===== config.mk =====
export PLATFORM = sky130hd
export DESIGN_NAME = cave_automaton_row_step
export DESIGN_NICKNAME = d
export VERILOG_FILES = /design/src/hdl/cave_pkg.sv /design/src/hdl/cave_row_gen.sv /design/src/hdl/cave_automaton_row_step.sv
export SDC_FILE = /design/constraint.sdc
export NUM_CORES = 2
export LEC_CHECK = 0
export BUFFER_PORTS_ARGS = -buffer_cell sky130_fd_sc_hd__buf_4
export CORE_MARGIN = 10
export CORE_UTILIZATION = 45
export CTS_CLUSTER_SIZE = 30
export DETAILED_ROUTE_END_ITERATION = 6
export MAX_ROUTING_LAYER = met4
export PLACE_DENSITY_LB_ADDON = 0.25
export SLEW_MARGIN = 10
export SYNTH_ARGS = -nofsm -noshare
export SYNTH_HDL_FRONTEND = slang
export SYNTH_SLANG_ARGS = --single-unit

===== constraint.sdc =====
create_clock -name aclk -period 5.1 [get_ports aclk]
set_clock_uncertainty 0.15 [all_clocks]
set_input_delay 0 -clock aclk [delete_from_list [all_inputs] [get_ports aclk]]
set_output_delay 0 -clock aclk [all_outputs]
set_load 0.1 [all_outputs]

===== src/hdl/cave_pkg.sv =====
// Package for the cave automaton row step: shared types and constants.
// Used by cave_row_gen and cave_automaton_row_step; depends on nothing.
package cave_pkg;

    // Fixed row width of the streaming ports.
    localparam int ROW_BITS = 64;

    // Configuration register widths.
    localparam int LIMIT_W = 4;
    localparam int WIDTH_W = 7;
    localparam int CFG_ADDR_W = 2;
    localparam int CFG_DATA_W = 7;

    // Neighbour count holds 0 to 8.
    localparam int NBR_W = 4;

    // Configuration register indexes.
    localparam logic [CFG_ADDR_W-1:0] REG_DEATH_LIMIT = 2'd0;
    localparam logic [CFG_ADDR_W-1:0] REG_BIRTH_LIMIT = 2'd1;
    localparam logic [CFG_ADDR_W-1:0] REG_GRID_WIDTH  = 2'd2;

    // Rule settings handed to the row generator, width already clamped.
    typedef struct packed {
        logic [LIMIT_W-1:0] death_limit;
        logic [LIMIT_W-1:0] birth_limit;
        logic [WIDTH_W-1:0] eff_width;
    } gen_cfg_t;

    // One result request waiting in the output queue.
    typedef struct packed {
        logic                last;
        logic [ROW_BITS-1:0] cells;
    } out_entry_t;

endpackage


===== src/hdl/cave_row_gen.sv =====
// Next-generation logic for one row, all cells in parallel, from three rows.
// Depends on cave_pkg for the row width and the rule settings struct.
module cave_row_gen (
    input  cave_pkg::gen_cfg_t                cfg,
    input  logic [cave_pkg::ROW_BITS-1:0]     above,
    input  logic [cave_pkg::ROW_BITS-1:0]     mid,
    input  logic [cave_pkg::ROW_BITS-1:0]     below,
    output logic [cave_pkg::ROW_BITS-1:0]     next_cells
);

    localparam int RB = cave_pkg::ROW_BITS;

    logic [RB-1:0]                in_use;
    logic [RB+1:0]                ext_a;
    logic [RB+1:0]                ext_m;
    logic [RB+1:0]                ext_b;
    logic [cave_pkg::NBR_W-1:0]   nbr [RB];

    // Columns below the width are inside the grid.
    always_comb begin
        for (int c = 0; c < RB; c++) begin
            in_use[c] = (cave_pkg::WIDTH_W'(c) < cfg.eff_width);
        end
    end

    // Rows padded with live cells on both sides and beyond the width.
    always_comb begin
        ext_a[0]    = 1'b1;
        ext_m[0]    = 1'b1;
        ext_b[0]    = 1'b1;
        ext_a[RB+1] = 1'b1;
        ext_m[RB+1] = 1'b1;
        ext_b[RB+1] = 1'b1;
        for (int c = 0; c < RB; c++) begin
            ext_a[c+1] = in_use[c] ? above[c] : 1'b1;
            ext_m[c+1] = in_use[c] ? mid[c]   : 1'b1;
            ext_b[c+1] = in_use[c] ? below[c] : 1'b1;
        end
    end

    // Count eight neighbours and apply the survive and birth rules.
    always_comb begin
        for (int c = 0; c < RB; c++) begin
            nbr[c] = cave_pkg::NBR_W'(ext_a[c]) + cave_pkg::NBR_W'(ext_a[c+1])
                   + cave_pkg::NBR_W'(ext_a[c+2]) + cave_pkg::NBR_W'(ext_m[c])
                   + cave_pkg::NBR_W'(ext_m[c+2]) + cave_pkg::NBR_W'(ext_b[c])
                   + cave_pkg::NBR_W'(ext_b[c+1]) + cave_pkg::NBR_W'(ext_b[c+2]);
            if (ext_m[c+1]) begin
                next_cells[c] = in_use[c] && (nbr[c] >= cfg.death_limit);
            end else begin
                next_cells[c] = in_use[c] && (nbr[c] > cfg.birth_limit);
            end
        end
    end

endmodule


===== src/hdl/cave_automaton_row_step.sv =====
// Top level of the cave automaton row step: row buffers, config, output queue.
// Depends on cave_pkg and instantiates cave_row_gen twice.
//
// One generation of a cave-smoothing cellular automaton, streamed one row per
// request, top to bottom, with s_tlast on the last row. Cells outside the grid
// count as alive. Row r leaves when row r+1 is taken; the last row also emits
// itself, marked by m_tlast, and the block then starts a fresh grid. A row is
// taken every cycle while s_tready is high: all cells are computed in one pass
// from the two buffered rows and the incoming one, straight into a three-entry
// output queue whose head drives the master side. s_tready is high while the
// queue holds at most one result; a last row that closes a grid of two or more
// rows yields two results, so the following row waits until the master side
// has drained the queue to one result. Write configuration only while the
// block is idle.
module cave_automaton_row_step #(
    parameter int MAX_WIDTH = 64
) (
    input  logic                                aclk,
    input  logic                                aresetn,
    // Configuration write port.
    input  logic                                cfg_wr_en,
    input  logic [cave_pkg::CFG_ADDR_W-1:0]     cfg_addr,
    input  logic [cave_pkg::CFG_DATA_W-1:0]     cfg_wdata,
    // Input rows.
    input  logic                                s_tvalid,
    output logic                                s_tready,
    input  logic [cave_pkg::ROW_BITS-1:0]       s_tdata,   // [63:0] row_cells
    input  logic                                s_tlast,   // final_row
    // Result rows.
    output logic                                m_tvalid,
    input  logic                                m_tready,
    output logic [cave_pkg::ROW_BITS-1:0]       m_tdata,   // [63:0] next_row_cells
    output logic                                m_tlast    // final_out
);

    localparam int RB    = cave_pkg::ROW_BITS;
    localparam int QD    = 3;
    localparam int QCW   = 2;
    localparam logic [cave_pkg::WIDTH_W-1:0] MAX_W = cave_pkg::WIDTH_W'(MAX_WIDTH);

    // Configuration registers.
    logic [cave_pkg::LIMIT_W-1:0] death_limit_reg;
    logic [cave_pkg::LIMIT_W-1:0] birth_limit_reg;
    logic [cave_pkg::WIDTH_W-1:0] grid_width_reg;

    // Row buffers.
    logic [RB-1:0] upper_reg,  upper_next;
    logic [RB-1:0] middle_reg, middle_next;
    logic          held_reg,   held_next;

    // Output queue, head at entry 0.
    cave_pkg::out_entry_t q_reg [QD];
    cave_pkg::out_entry_t q_next [QD];
    logic [QCW-1:0]       count_reg, count_next;

    cave_pkg::gen_cfg_t   gen_cfg;
    logic [cave_pkg::WIDTH_W-1:0] eff_width;
    logic [RB-1:0]        above_new;
    logic [RB-1:0]        res_mid;
    logic [RB-1:0]        res_last;
    cave_pkg::out_entry_t push_a;
    cave_pkg::out_entry_t push_b;
    logic [QCW-1:0]       push_n;
    logic [QCW-1:0]       base;
    logic                 accept;
    logic                 pop;

    // Clamp the width to one through MAX_WIDTH.
    always_comb begin
        if (grid_width_reg == '0) begin
            eff_width = cave_pkg::WIDTH_W'(1);
        end else if (grid_width_reg > MAX_W) begin
            eff_width = MAX_W;
        end else begin
            eff_width = grid_width_reg;
        end
        gen_cfg.death_limit = death_limit_reg;
        gen_cfg.birth_limit = birth_limit_reg;
        gen_cfg.eff_width   = eff_width;
    end

    // Handshakes.
    assign accept   = s_tvalid && s_tready;
    assign pop      = m_tvalid && m_tready;
    assign s_tready = (count_reg <= QCW'(1));
    assign m_tvalid = (count_reg != '0);
    assign m_tdata  = q_reg[0].cells;
    assign m_tlast  = q_reg[0].last;

    // The row above the incoming one, seen from the last row's result.
    assign above_new = held_reg ? middle_reg : '1;

    // Result for the held middle row, with the incoming row below it.
    cave_row_gen u_gen_mid (
        .cfg        (gen_cfg),
        .above      (upper_reg),
        .mid        (middle_reg),
        .below      (s_tdata),
        .next_cells (res_mid)
    );

    // Result for the incoming row when it closes the grid.
    cave_row_gen u_gen_last (
        .cfg        (gen_cfg),
        .above      (above_new),
        .mid        (s_tdata),
        .below      ({RB{1'b1}}),
        .next_cells (res_last)
    );

    // Results of this request in stream order.
    always_comb begin
        push_b.cells = res_last;
        push_b.last  = 1'b1;
        if (held_reg) begin
            push_a.cells = res_mid;
            push_a.last  = 1'b0;
        end else begin
            push_a = push_b;
        end
        if (!accept) begin
            push_n = '0;
        end else begin
            push_n = QCW'(held_reg) + QCW'(s_tlast);
        end
    end

    // Queue update: shift out the head, then append new results.
    always_comb begin
        for (int i = 0; i < QD; i++) begin
            q_next[i] = q_reg[i];
        end
        base = count_reg;
        if (pop) begin
            for (int i = 0; i < QD - 1; i++) begin
                q_next[i] = q_reg[i+1];
            end
            base = count_reg - QCW'(1);
        end
        for (int i = 0; i < QD; i++) begin
            if ((push_n != '0) && (QCW'(i) == base)) begin
                q_next[i] = push_a;
            end
            if ((push_n == QCW'(2)) && (QCW'(i) == base + QCW'(1))) begin
                q_next[i] = push_b;
            end
        end
        count_next = base + push_n;
    end

    // Row buffer update; the last row returns them to the empty grid.
    always_comb begin
        upper_next  = upper_reg;
        middle_next = middle_reg;
        held_next   = held_reg;
        if (accept) begin
            if (s_tlast) begin
                upper_next  = '1;
                middle_next = '0;
                held_next   = 1'b0;
            end else begin
                upper_next  = above_new;
                middle_next = s_tdata;
                held_next   = 1'b1;
            end
        end
    end

    // Control state, row buffers and configuration.
    always_ff @(posedge aclk) begin
        if (!aresetn) begin
            count_reg       <= '0;
            upper_reg       <= '1;
            middle_reg      <= '0;
            held_reg        <= 1'b0;
            death_limit_reg <= cave_pkg::LIMIT_W'(4);
            birth_limit_reg <= cave_pkg::LIMIT_W'(4);
            grid_width_reg  <= cave_pkg::WIDTH_W'(64);
        end else begin
            count_reg  <= count_next;
            upper_reg  <= upper_next;
            middle_reg <= middle_next;
            held_reg   <= held_next;
            if (cfg_wr_en) begin
                case (cfg_addr)
                    cave_pkg::REG_DEATH_LIMIT: begin
                        death_limit_reg <= cfg_wdata[cave_pkg::LIMIT_W-1:0];
                    end
                    cave_pkg::REG_BIRTH_LIMIT: begin
                        birth_limit_reg <= cfg_wdata[cave_pkg::LIMIT_W-1:0];
                    end
                    cave_pkg::REG_GRID_WIDTH: begin
                        grid_width_reg <= cfg_wdata[cave_pkg::WIDTH_W-1:0];
                    end
                    default: begin
                    end
                endcase
            end
        end
    end

    // Queue payload needs no reset.
    always_ff @(posedge aclk) begin
        for (int i = 0; i < QD; i++) begin
            q_reg[i] <= q_next[i];
        end
    end

endmodule

==> flow_summary_export.csv <==
group,metric,value,unit
sta,setup_violations,135,
pwr,power_frac_comb,77.3,%
detailed_routing,ant_nets,0,
sta,max_slew_margin,15.9,%
die,die_area,0.145,mm^2
run,maxCapViolCount,0,
placed_design,place.gp.congestion,0.928,
yosys,synth_top_area_share,31.5,%
sta,hold_ws,83.7,ps
sta,timing.final.crit_share,107,%
pwr,power.density,477,mW/mm^2
die,core,0.129,mm^2
cts,clk_path_buf_depth,3,
cts,htreeDepth,2,
yosys,ys_warn_count,0,
critical_path,cpPeakStageDelay,610,ps
yosys,synthArstFlopShare,0,%
detailed_routing,remaining_drc_errors,0,
yosys,synth_ff_type,"edfxtp_1",
sta,fmax,183,MHz
critical_path,endpoint_kind,"register",
grt,antenna_found_initial,5,
detailed_routing,drt-vias-per-instance,5.76,
critical_path,cpLargestDelayFamily,"adder cells",
sta,finalWorstSetupSlack,-378,ps
grt,grt_overflow,0,
die,chipWidth,380,um
sta,report.final.slew_viol_count,0,
cells_and_area,drive_gt1_share,22.8,%
cts,clock_latency,650,ps
detailed_routing,avgRoutedWirePerCell,22.6,um
detailed_routing,drtIter0Drc,4376,
yosys,ys_types,93,
die,die-height,380,um
die,start_util,45.2,%
pwr,p_int,0.0174,W
critical_path,crit_fanout,4,
pwr,clock_power_share,10.5,%
yosys,synth_edf_count,192,
grt,grt_use_total,28.1,%
grt,grt_pass1_wl,311,mm
sta,rsz0062_at_grt,"yes",
yosys,syn_area,0.0584,mm^2
hold_path,hold_path.class,"in -> reg",
detailed_routing,drt-total-wl,208,mm
pwr,swShare,50.3,%
status,violations,"negative setup slack",
critical_path,cp.required,5340,ps
critical_path,cp-start-kind,"register",
cells_and_area,nets,9358,
critical_path,path_cells,"buf_6, buf_8, buf_4, or4_4, nor2_4, or2_4, inv_1, fa_1, fa_1, fa_2, fa_2, inv_2, ha_4, a2111oi_4, nor4b_2, a31oi_2, buf_4, o22ai_2, a21o_1",
pwr,vdd_ir_drop_max,0.645,mV
yosys,postSynthCellCount,6595,
die,ioPinCount,146,
pwr,seqPwrFrac,12.2,%
cts,cts_tree,"yes",
detailed_routing,drtPass1Iterations,6,
cells_and_area,ff_latch_area,0.00879,mm^2
sta,worst_slew_pin_slew,1260,ps
pwr,p_leak,35.2,nW
yosys,synth.most_common_cell,"ha_1",
cts,root_buffer,"clkbuf_16",
placed_design,port_buffers,145,
placed_design,dpl.hpwl,151,mm
critical_path,worstSetupPathType,"reg -> reg",
yosys,ys_ff_latch,341,
detailed_routing,dr_total_vias,53100,
status,status,"complete, but fails checks",
placed_design,placed_area,0.0654,mm^2
cells_and_area,fillers,11200,
yosys,synthesis.nets,8522,
die,rows,132,
cells_and_area,multiInputGateArea,0.0480,mm^2
critical_path,cp_data_arrival_time,5720,ps
yosys,seq_area_frac_synth,15.0,%
cells_and_area,synthToLayoutAreaGrowth,25.7,%
cells_and_area,largest_reg_flops,195,
grt,grt_pass1_vias,53200,
yosys,avgSynthCellArea,8.85,um^2
sta,min_period,5480,ps
sta,hold_violations,0,
critical_path,path_buf_inv,6,
pwr,switchingPower,0.0176,W
cts,cts_num_sinks,341,
cells_and_area,stdcell_area,0.0734,mm^2
yosys,synthTopCellsByCount,"1470 x ha_1, 1119 x inv_1, 408 x o21ai_0",
grt,grt_max_degree,101,
yosys,yosysTopAreaCell,"ha_1",
cts,clkTransAtPathRegs,60,ps
critical_path,cp_slowest_cell,"or4_4",
cts,cts_buffers,49,
yosys,synth_area_leaders,"ha_1 32%, fa_1 13%, edfxtp_1 9.9%",
-- layer usage --
metal | share of wire, % | vias to the layer above | GRT usage (%) | routed length [um]
met4 | 4.5 | 0 | 11.2 | 9420
met2 | 45 | 2280 | 44.4 | 93900
met5 | 0 | - | - | 0
met1 | 41 | 25700 | 35.5 | 86300
li1 | - | 24600 | - | -
met3 | 8.9 | 514 | 4.80 | 18400
-- metrics by stage --
step | std cells | power [W] | TNS, ps | setup slack [ps] | util (%)
6_report | 9217 | 0.0350 | -14240 | -378 | 56.8
5_1_grt | 9217 | 0.0383 | -39380 | -485 | 56.8
4_1_cts | 9155 | 0.0329 | -4090 | -223 | 54.6
3_5_place_dp | 8868 | 0.0282 | -42290 | -441 | 50.7
3_3_place_gp | 8868 | 0.0272 | -27290 | -377 | 50.7
2_1_floorplan | 6595 | 0.0213 | 0 | 2.47 | -
-- cell usage in the layout, fill, tap and decap left out, types with 95 or more instances in the layout --
| cell type | netlist | layout |
|---|---|---|
| nand2b_1 | 151 | 136 |
| dfxtp_1 | 149 | 139 |
| nor2b_1 | 176 | 167 |
| o21ai_0 | 408 | 312 |
| a21oi_1 | 284 | 234 |
| inv_1 | 1119 | 996 |
| ha_1 | 1470 | 1390 |
| fa_1 | 378 | 285 |
| inv_2 | 3 | 120 |
| nor2_1 | 335 | 295 |
| nand2_1 | 377 | 353 |
| dlygate4sd3_1 | 0 | 140 |
| o21ai_1 | 19 | 95 |
| buf_4 | 73 | 729 |
| edfxtp_1 | 192 | 192 |
-- power groups by stage --
| stage | Combinational (W) | Clock (W) | Sequential, W |
|---|---|---|---|
| 4_1_cts | 0.0250 | 0.00369 | 0.00424 |
| 2_1_floorplan | 0.0172 | 0 | 0.00403 |
| 5_1_grt | 0.0302 | 0.00377 | 0.00432 |
| 3_5_place_dp | 0.0239 | 0 | 0.00427 |
| 6_report | 0.0270 | 0.00367 | 0.00427 |
| 3_3_place_gp | 0.0229 | 0 | 0.00429 |
-- final timing paths --
check	to	depth (start not counted)	slack, ps	startpoint
setup / recovery	q_reg[0][70]$_DFFE_PP_	19	-380	grid_width_reg[6]$_SDFFE_PN1P_
hold / removal	birth_limit_reg[1]$_SDFFE_PN0P_	4	80	cfg_wdata[1]
setup reg to reg	q_reg[0][70]$_DFFE_PP_	19	-380	grid_width_reg[6]$_SDFFE_PN1P_
hold reg to reg	q_reg[0][194]$_SDFFE_PP1P_	2	340	q_reg[0][194]$_SDFFE_PP1P_
-- cell type report --
class	instances	share of cell area, %
inverters	1122	5.78
diodes	3	0.0102
multi-input cells	4929	65.4
flip-flops and latches	341	12.0
clock buffers	58	1.82
clock inverters	34	0.421
well taps	1742	2.97
repair buffers	988	11.7
-- timing repair --
item | 4_1_cts | 5_1_grt
buffers inserted | 56 | 74
pin swaps | 98 | 275
hold buffers | 140 | 0
gates resized for setup | 404 | 568
hold endpoints to repair | 239 | 0
endpoints found under the setup margin | 185 | 188
gates cloned | 1 | 1
-- worst min-delay path: stages --
cell and delay [ps]:
dlygate4sd3_1 520, buf_4 160, mux2i_1 80, nor2b_1 90
-- cell families after synthesis --
logic type / share of synthesized area, %
adders and majority gates: 44.5
AOI/OAI and AO/OA: 15.8
and+or+nand+nor: 13.4
DFF: 15.0
xor gates and xnor gates: 1.97
muxes: 0.206
buffers and inverters: 9.12
Note: power is estimated with default switching activity, not from simulation.
